--- config.mk ---
export PLATFORM = sky130hd
export DESIGN_NAME = kct_cell
export DESIGN_NICKNAME = d
export VERILOG_FILES = /design/src/hdl/keyed_counter_table_macros.svh /design/src/hdl/kct_pkg.sv /design/src/hdl/kct_cell.sv
export SDC_FILE = /design/constraint.sdc
export NUM_CORES = 1
export LEC_CHECK = 0
export BUFFER_PORTS_ARGS = -buffer_cell sky130_fd_sc_hd__buf_2
export CORE_MARGIN = 10
export CORE_UTILIZATION = 43
export DETAILED_ROUTE_END_ITERATION = 12
export GPL_TIMING_DRIVEN = 1
export PLACE_DENSITY = 0.74
export SLEW_MARGIN = 5
export SYNTH_ARGS = -nofsm -noshare
export SYNTH_HDL_FRONTEND = slang
export SYNTH_SLANG_ARGS = --single-unit
--- constraint.sdc ---
create_clock -name clk -period 3.8 [get_ports clk]
set_input_delay 0.19 -clock clk [delete_from_list [all_inputs] [get_ports clk]]
set_output_delay 0.19 -clock clk [all_outputs]
set_load 0.02 [all_outputs]
--- src/hdl/keyed_counter_table_macros.svh ---
// assertion macros for the keyed counter table rtl
`ifndef KEYED_COUNTER_TABLE_MACROS_SVH
`define KEYED_COUNTER_TABLE_MACROS_SVH

// same-cycle implication, checked on every rising clk outside reset
`define KCT_ASSERT_NOW(label, ante, cons, msg) \
	label: assert property (@(posedge clk) disable iff (!arst_n) (ante) |-> (cons)) \
		else $error(msg);

// next-cycle implication, checked on every rising clk outside reset
`define KCT_ASSERT_NEXT(label, ante, cons, msg) \
	label: assert property (@(posedge clk) disable iff (!arst_n) (ante) |=> (cons)) \
		else $error(msg);

`endif

--- src/hdl/kct_pkg.sv ---
// types, constants and helpers for the keyed counter table
`default_nettype none

package kct_pkg;

	// table geometry and field widths
	localparam int KCT_ENTRIES = 64;
	localparam int KEY_W = 32;
	localparam int COUNT_W = 32;
	localparam int ENT_FIELD_W = 7;
	localparam logic [ENT_FIELD_W-1:0] ENT_FIELD_MAX = '1;

	// operation codes
	localparam logic [1:0] OP_ADD = 2'd0;
	localparam logic [1:0] OP_DELETE = 2'd1;
	localparam logic [1:0] OP_INCREMENT = 2'd2;

	// sequencer states
	typedef enum logic {
		ST_IDLE,
		ST_EXEC
	} kct_state_t;

	// input word
	typedef struct packed {
		logic [1:0] kind;
		logic [KEY_W-1:0] key;
	} kct_in_t;

	// result word
	typedef struct packed {
		logic found;
		logic status;
		logic [COUNT_W-1:0] entry_count;
		logic [COUNT_W-1:0] total_count;
		logic [ENT_FIELD_W-1:0] total_entries;
	} kct_out_t;

	// command broadcast to every cell during the execute cycle
	typedef struct packed {
		logic exec;
		logic [1:0] kind;
		logic [KEY_W-1:0] query;
		logic found;
		logic [KEY_W-1:0] tail_key;
		logic [COUNT_W-1:0] tail_hits;
	} kct_cmd_t;

	// what one cell shows to the rest of the table
	typedef struct packed {
		logic valid;
		logic match;
		logic tail;
		logic [KEY_W-1:0] key;
		logic [COUNT_W-1:0] hits;
	} kct_slot_t;

	// byte order reversal of a key
	function automatic logic [KEY_W-1:0] byte_swap(input logic [KEY_W-1:0] v);
		return {v[7:0], v[15:8], v[23:16], v[31:24]};
	endfunction

endpackage

`default_nettype wire

--- src/hdl/kct_cell.sv ---
// one table slot: valid bit, key and saturating hit counter
`default_nettype none

module kct_cell
	import kct_pkg::*;
(
	input  wire logic      clk,
	input  wire logic      arst_n,
	input  wire kct_cmd_t  cmd,
	input  wire logic      prev_valid,
	input  wire logic      next_valid,
	output      kct_slot_t slot
);

	logic valid_q;
	logic [KEY_W-1:0] key_q;
	logic [COUNT_W-1:0] hits_q;
	logic match;
	logic tail;
	logic append;

	// compare and position within the packed run of live slots
	assign match = valid_q && (key_q == cmd.query);
	assign tail = valid_q && !next_valid;
	assign append = !valid_q && prev_valid;

	assign slot.valid = valid_q;
	assign slot.match = match;
	assign slot.tail = tail;
	assign slot.key = key_q;
	assign slot.hits = hits_q;

	// valid bit: set on append, cleared in the last live slot on a found delete
	always_ff @(posedge clk or negedge arst_n) begin
		if (!arst_n) begin
			valid_q <= 1'b0;
		end else if (cmd.exec) begin
			case (cmd.kind)
				OP_ADD: begin
					if (!cmd.found && append) begin
						valid_q <= 1'b1;
					end
				end
				OP_DELETE: begin
					if (cmd.found && tail) begin
						valid_q <= 1'b0;
					end
				end
				default: begin
				end
			endcase
		end
	end

	// key and counter payload
	always_ff @(posedge clk) begin
		if (cmd.exec) begin
			case (cmd.kind)
				OP_ADD: begin
					if (!cmd.found && append) begin
						key_q <= cmd.query;
						hits_q <= '0;
					end
				end
				OP_DELETE: begin
					if (cmd.found && match && !tail) begin
						key_q <= cmd.tail_key;
						hits_q <= cmd.tail_hits;
					end
				end
				OP_INCREMENT: begin
					if (match && (hits_q != '1)) begin
						hits_q <= hits_q + 1'b1;
					end
				end
				default: begin
				end
			endcase
		end
	end

endmodule

`default_nettype wire

==> impl_metrics.json, run 1 <==
{
  "outcome": "completed",
  "post-route-period-util_pct": 71.5,
  "dp_hpwl_mm": 8.81,
  "grt_pass1_wl_mm": 16.9,
  "fillers": 807,
  "fmaxAchievable_mhz": 368,
  "die_width_um": 115,
  "place_inst": 600,
  "finalSetupTns_ns": 0,
  "worstSetupEndpointType": "flop",
  "swShare_pct": 25.8,
  "pwr-share-seq_pct": 47.7,
  "power_density_nw_per_um2": 355,
  "p_int_mw": 1.34,
  "htreeDepth": 3,
  "synth.top_cell.area_share_pct": 49.4,
  "synth_seq_area_share_pct": 50.0,
  "finish.instance_area_um2": 5070,
  "hold_viol": 0,
  "numCtsBuffers": 9,
  "cts_tree": "yes",
  "reg2reg_depth": 7,
  "switchingPower_uw": 464,
  "numPortBuffers": 170,
  "hold_class": "primary input to flop",
  "drive_above_1_share_pct": 45.2,
  "antenna_found_initial": 3,
  "io-pin-count": 171,
  "syn-cell-area_um2": 3890,
  "multiInputGateArea_um2": 1850,
  "wl_per_cell_um": 18.1,
  "grt-ovfl-total": 0,
  "synth_edf_count": 64,
  "max-clock-path-buffers": 2,
  "yosysMostFrequentCell": "edfxtp_1",
  "insertion_delay_ns": 0.34,
  "max-slew-margin-rel_pct": 54.7,
  "reg2reg_slack_ns": 1.08,
  "gp_congestion": 0.787,
  "dieHeight_um": 115,
  "path_max_fanout": 32,
  "finalSetupViolations": 0,
  "dpl_cell_area_um2": 4840,
  "grt_usage_pct": 16.1,
  "synthFlopType": "edfxtp_1",
  "antenna_left": 0,
  "crit_arrival_ns": 2.69,
  "netlist_top_cells_area": "edfxtp_1, xnor2_1, mux2_2, xor2_1, a22oi_1",
  "dpl_worst_slack_ns": 1.08,
  "grt_setup_unrepaired": "false",
  "grt_pass1_vias": 3384,
  "syn_avg_cell_area_um2": 11.6,
  "synth_fp_nets": 444,
  "area_growth_pct": 30.3,
  "finalCoreUtilization_pct": 57.8,
  "cp-start-kind": "flop",
  "cts_sinks": 65,
  "combPwrFrac_pct": 16.1,
  "seqCellArea_um2": 1950,
  "clkTransAtPathRegs_ns": 0.08,
  "grt_start_max_net_pins": 33,
  "drt_iter0_markers": 146,
  "async_flop_share_pct": 1.54,
  "worst_slew_pin_slew_ns": 0.680,
  "setup_ws_ns": 1.08,
  "critPathKind": "flop to flop",
  "dieArea_um2": 13300,
  "drt_pass1_iterations": 4,
  "syn_inst": 335,
  "yosysWarningCount": 0,
  "leakage_nw": 2.01,
  "yosysTopAreaCell": "edfxtp_1",
  "drv_cap": 0,
  "num_vias": 3172,
  "fin_cells": 619,
  "timing.final.crit_period_ns": 2.72,
  "synth_commonest_cells": "edfxtp_1, xnor2_1, mux2_2, nand2_1, xor2_1",
  "required_ns": 3.77,
  "holdWs_ns": 0.126,
  "clockPowerShare_pct": 36.2,
  "hold_depth": 3,
  "drv_slew": 0,
  "finalClockSkew_ns": 0.0225,
  "ir_drop_mv": 0.201,
  "start_util_pct": 44.4,
  "num_rows": 34,
  "cts.root.buffer_cell": "clkbuf_8",
  "total_power_mw": 1.80,
  "ys_ff_latch": 65,
  "final_nets": 613,
  "drt-total-wl_mm": 11.2,
  "drc": 0,
  "vias_per_cell": 5.12,
  "synth.distinct_cells": 33,
  "core_um2": 8760
}
[final cells by class]
class                      instances  area share, %
inverter                          10          0.741
tap                              108           2.67
timing repair buffer             174           17.4
clock inverter                     4           1.53
sequential                        65           38.4
clock buffer                      12           2.67
multi-input combinational        244           36.5
antenna                            2         0.0987
[layout by cell type, fill, tap and decap left out, types with 2 or more instances in the layout]
cell type  synthesis  routed
a22oi_1           15      15
and2_1             2       2
and3_1             3       3
buf_2              0     170
buf_4              4       3
bufinv_16          0       2
clkbuf_1          12       3
clkbuf_8           0       9
clkinv_4           0       2
diode_2            0       2
edfxtp_1          64      64
ha_1               5       4
inv_1             10      10
mux2_2            32      32
nand2_1           28      28
nand2b_1           2       2
nand3_1           15      15
nand4_1           13      13
nand4_4            2       2
nor2_1            14      13
nor2b_1           16      16
nor3_1             5       5
nor4_1             3       3
o21ai_0            7       7
o21ai_1            7       7
o21ai_2            4       4
xnor2_1           43      43
xor2_1            19      19
[flip-flops by register name, indices dropped and copies added, names as in the netlist]
register and count:
hits_q 32, key_q 32, valid_q 1
[power groups by stage]
stage	logic, mW	registers (mW)	clock network, mW
after floorplan	0.144	0.900	0
after global placement	0.284	0.871	0
after detailed placement	0.290	0.874	0
after CTS	0.292	0.858	0.663
after global routing	0.315	0.863	0.687
final	0.289	0.858	0.652
[critical path, stage by stage, from the launching register on]
cell       delay, ns
edfxtp_1        0.41
xor2_1          0.15
nor4_1          0.32
and3_1          0.20
nand3_1         0.13
o31a_1          0.33
a2111oi_4       0.34
buf_4           0.44
[final timing paths]
kind,to,startpoint
setup / recovery,hits_q[11],key_q[11]
hold / removal,valid_q,next_valid
setup reg to reg,hits_q[11],key_q[11]
hold reg to reg,valid_q,valid_q
max in group asynchronous,valid_q,arst_n
min in group asynchronous,valid_q,arst_n
[kinds of logic after synthesis]
kind of cell | synth area share [%]
AOI/OAI and AO/OA | 6.79
and+or+nand+nor | 15.4
muxes | 9.26
xor gates and xnor gates | 14.0
adders and majority gates | 1.61
buffers and inverters | 2.89
DFF | 50.0
[what timing repair did]
item                      in CTS  in global routing
setup buffers                  0                  0
hold buffers                   1                  0
hold endpoints to repair       1                  0
resized for setup              0                  0
[routing by layer]
layer	global-route usage (%)	part of all wire, %	up-vias	routed length, um
met5	0	0.17	-	19
met4	4.95	1.5	2	168
met3	6.41	8.4	12	947
met2	27.7	51	107	5710
met1	18.0	39	1496	4380
li1	-	-	1555	-
No activity file was read; power rests on OpenSTA's default activity.
==> inputs of run 2 (changes only) <==
- clock period: 3.8 -> 2.3 ns (I/O delays scaled with it)
==> impl_metrics.json, run 2 (same netlist as run 1, synthesis figures left out) <==
{
  "max-clock-path-buffers": 2,
  "mostFrequentLayoutCells": "buf_2, edfxtp_1, xnor2_1",
  "drt_pass1_iterations": 4,
  "layout_commonest_cell": "buf_2",
  "numPortBuffers": 170,
  "finalClockSkew_ns": 0.00854,
  "drv_cap": 0,
  "die_width_um": 115,
  "grt-ovfl-total": 0,
  "top_regs": "hits_q (32), key_q (32), valid_q (1)",
  "numCtsBuffers": 9,
  "startpoint": "key_q[3]",
  "fmaxAchievable_mhz": 423,
  "num_antenna_cells": 0,
  "post-route-period-util_pct": 103,
  "cts_tree": "yes",
  "grt_setup_unrepaired": "true",
  "dpl_worst_slack_ns": -0.0957,
  "worst_slew_pin_slew_ns": 0.598,
  "start_util_pct": 44.4,
  "worstSetupEndpointType": "flop",
  "path_cells": "xnor2_1 > nand4_1 > nor4_2 > buf_4 > nand3_4 > o21a_1 > a2111oi_4 > buf_6 > buf_12",
  "violations": "negative setup slack",
  "hold_viol": 0,
  "critPathKind": "flop to flop",
  "insertion_delay_ns": 0.32,
  "drive_above_1_share_pct": 48.7,
  "clkTransAtPathRegs_ns": 0.07,
  "num_vias": 3266,
  "drc": 0,
  "dieArea_um2": 13300,
  "max-slew-margin-rel_pct": 60.0,
  "finalSetupViolations": 32,
  "grt_pass1_vias": 3595,
  "antenna_left": 0,
  "cp_slowest_cell": "edfxtp_1",
  "drv_slew": 0,
  "wl_per_cell_um": 18.0,
  "timing.final.crit_period_ns": 2.36,
  "grt_start_max_net_pins": 33,
  "multiInputGateArea_um2": 1880,
  "path_max_fanout": 16,
  "area_growth_pct": 37.8,
  "crit_arrival_ns": 2.39,
  "final_nets": 640,
  "vias_per_cell": 5.07,
  "num_rows": 34,
  "cts_sinks": 65,
  "grt_pass1_wl_mm": 17.8,
  "seqCellArea_um2": 1950,
  "dp_hpwl_mm": 9.17,
  "io-pin-count": 171,
  "drt_iter0_markers": 100,
  "leakage_nw": 2.17,
  "r2r_start": "key_q[3]",
  "htreeDepth": 3,
  "gp_congestion": 0.806,
  "setup_ws_ns": -0.0628,
  "grt_usage_pct": 16.8,
  "hold_class": "primary input to flop",
  "required_ns": 2.33,
  "antenna_found_initial": 1,
  "cts.root.buffer_cell": "clkbuf_8",
  "slowest_delay_ns": 0.40,
  "min_from": "next_valid",
  "core_um2": 8760,
  "power_density_nw_per_um2": 514,
  "dieHeight_um": 115,
  "cp-start-kind": "flop",
  "total_power_mw": 2.75,
  "outcome": "finished, violations left",
  "ir_drop_mv": 0.348,
  "fillers": 748,
  "drt-total-wl_mm": 11.6
}
==> run 2: worst max-delay path: cells and delay by family, from the launching register on <==
family | cells | cell delay (ns)
compound gates | 2 | 0.54
buf+inv | 3 | 0.50
simple gates | 3 | 0.47
flops | 1 | 0.40
xor+xnor | 1 | 0.16
==> run 2: layout make-up <==
class	instances	share of cell area, %
clock buffers	12	2.52
clock inverters	4	0.373
inverters	10	0.700
multi-input cells	244	35.1
flip-flops and latches	65	36.3
well taps	108	2.52
repair buffers	201	22.5
==> run 2: power by group <==
group          switching, mW  leakage, nW  internal, mW  total, mW
clock                  0.423       0.0839         0.386      0.808
combinational          0.271         1.47         0.262      0.533
sequential            0.0466        0.607          1.37       1.41
==> run 2: path summary, 6_finish.rpt <==
path	endpoint	slack, ns	cells after the start
max in group asynchronous	valid_q	2.13	2
min	valid_q	0.04	3
min in group asynchronous	valid_q	0.09	2
max reg2reg	hits_q[10]	-0.06	9
max	hits_q[10]	-0.06	9
min reg2reg	valid_q	0.60	2
==> run 2: routing by layer <==
metal	GRT usage [%]	share of wire [%]	wire, um
met5	0	0.11	13
met4	5.36	0.97	112
met3	10.2	14	1570
met2	27.9	48	5610
met1	17.3	37	4290
==> run 2: repair_timing <==
action | 4_1_cts | 5_1_grt
pin swaps | 1 | 1
gates resized for setup | 4 | 4
buffers inserted | 3 | 1
cloned | 2 | 3
hold buffers | 1 | 0
setup endpoints to repair | 64 | 64
endpoints found under the hold margin | 1 | 0
==> run 2: through the flow <==
step                      instance area, um2  instances  utilization, %  hold WS [ns]  TNS (ns)
after CTS                               5270        640            60.2        0.0209     -4.02
after floorplan                         3920        335               -        -0.181    -26.71
after global routing                    5360        644            61.2        0.0529    -10.04
after global placement                  5020        618            57.3        -0.110     -1.41
after detailed placement                5020        618            57.3        -0.106     -3.11
final                                   5360        644            61.2        0.0377     -1.62
==> inputs of run 3 (changes only) <==
- PLACE_DENSITY: 0.74 -> 0.86
==> impl_metrics.json, run 3 (same netlist as run 1, synthesis figures left out) <==
{
  "slowest_delay_ns": 0.44,
  "num_rows": 34,
  "area_growth_pct": 37.2,
  "switchingPower_uw": 775,
  "cp_slowest_cell": "edfxtp_1",
  "cts_tree": "yes",
  "drt_iter0_markers": 142,
  "drc": 0,
  "worstSetupEndpointType": "flop",
  "dieArea_um2": 13300,
  "leakage_nw": 2.16,
  "hold_class": "primary input to flop",
  "antenna_found_initial": 1,
  "max-slew-margin-rel_pct": 63.4,
  "clockPowerShare_pct": 36.8,
  "path_cells": "xnor2_2 > nand4_1 > nor4_4 > nand3_2 > o21a_1 > a2111oi_4 > buf_12",
  "swShare_pct": 25.3,
  "core_um2": 8760,
  "numCtsBuffers": 9,
  "setup_ws_ns": -0.115,
  "htreeDepth": 3,
  "outcome": "finished, violations left",
  "finalSetupViolations": 64,
  "violations": "negative setup slack",
  "finalSetupTns_ns": -6.20,
  "gp_congestion": 0.856,
  "num_vias": 3302,
  "holdWs_ns": 0.0268,
  "mostFrequentLayoutCells": "buf_2, edfxtp_1, xnor2_1",
  "timing.final.crit_period_ns": 2.42,
  "clkTransAtPathRegs_ns": 0.08,
  "drv_cap": 0,
  "power_density_nw_per_um2": 574,
  "critPathKind": "flop to flop",
  "pwr-share-seq_pct": 46.1,
  "vias_per_cell": 5.17,
  "grt_pass1_wl_mm": 18.6,
  "hold_viol": 0,
  "dp_hpwl_mm": 9.62,
  "drive_above_1_share_pct": 48.7,
  "path_max_fanout": 32,
  "worst_slew_pin_slew_ns": 0.549,
  "grt_usage_pct": 17.5,
  "grt_pass1_vias": 3670,
  "fmaxAchievable_mhz": 414,
  "start_util_pct": 44.4,
  "drt-total-wl_mm": 11.9,
  "p_int_mw": 2.29,
  "io-pin-count": 171,
  "numPortBuffers": 170,
  "cts_sinks": 65,
  "cp-start-kind": "flop",
  "post-route-period-util_pct": 105,
  "combPwrFrac_pct": 17.1,
  "dieHeight_um": 115,
  "drv_slew": 0,
  "dpl_worst_slack_ns": -0.172,
  "antenna_left": 0,
  "required_ns": 2.33,
  "layout_commonest_cell": "buf_2",
  "crit_arrival_ns": 2.45,
  "max-clock-path-buffers": 2,
  "grt-ovfl-total": 0,
  "finalClockSkew_ns": 0.0154,
  "insertion_delay_ns": 0.34,
  "grt_start_max_net_pins": 33,
  "grt_setup_unrepaired": "true",
  "die_width_um": 115,
  "cts.root.buffer_cell": "clkbuf_8",
  "ir_drop_mv": 0.348,
  "final_nets": 634,
  "wl_per_cell_um": 18.7,
  "drt_pass1_iterations": 5,
  "top_regs": "hits_q (32), key_q (32), valid_q (1)"
}
run 3: cell types whose count changed in the layout (fill, tap and decap cells not counted), sizes merged:
cell,before,now
clkbuf,14,13
bufinv,0,2
clkinv,4,0
buf,198,193
diode,0,1
clkinvlp,0,2
run 3: cell type report:
class / count / area, um2
fill: 737 / 3430
clock inverter: 4 / 75.1
timing repair buffer: 195 / 1090
clock buffer: 12 / 155
antenna: 1 / 2.50
inverter: 10 / 37.5
multi-input combinational: 244 / 1890
tap: 108 / 135
sequential: 65 / 1950
run 3: worst paths after layout:
kind	from	to	slack, ns	depth (start not counted)
max	key_q[5]	hits_q[18]	-0.12	7
min	next_valid	valid_q	0.03	3
max reg2reg	key_q[5]	hits_q[18]	-0.12	7
min reg2reg	valid_q	valid_q	0.62	2
max in group asynchronous	arst_n	valid_q	2.15	2
min in group asynchronous	arst_n	valid_q	0.07	2
run 3: power by group through the flow:
stage	Clock [mW]	Sequential [mW]	Combinational [mW]
finish	1.13	1.41	0.523
global route	1.20	1.42	0.571
CTS	1.15	1.41	0.521
detailed placement	0	1.44	0.516
global placement	0	1.43	0.503
floorplan	0	1.49	0.240
run 3: repair_timing:
action	CTS	global route
pin swaps	0	1
endpoints found under the hold margin	1	0
cloned	0	2
buffers inserted	0	1
endpoints found under the setup margin	64	64
hold buffers	1	0
gates resized for setup	2	3
run 3: worst max-delay path, delay by kind of cell, from the launching register on:
kind / cells / cell delay (ns)
compound gates: 2 / 0.59
flops: 1 / 0.44
buf+inv: 1 / 0.26
simple gates: 3 / 0.66
xor+xnor: 1 / 0.16
run 3: layer usage:
layer	GRT usage [%]	wire [um]	vias up
li1	-	-	1591
met1	19.3	4580	1545
met2	28.3	5590	156
met3	10.2	1640	10
met4	4.46	121	0
met5	0	0	-
run 3: per-stage QoR:
stage                     power (mW)  instances  area (um2)  utilization (%)
after floorplan                 1.73        335        3920                -
after global placement          1.94        618        5020             57.3
after detailed placement        1.95        618        5020             57.3
after CTS                       3.08        635        5270             60.2
after global routing            3.19        638        5340             60.9
final                           3.06        639        5340             60.9
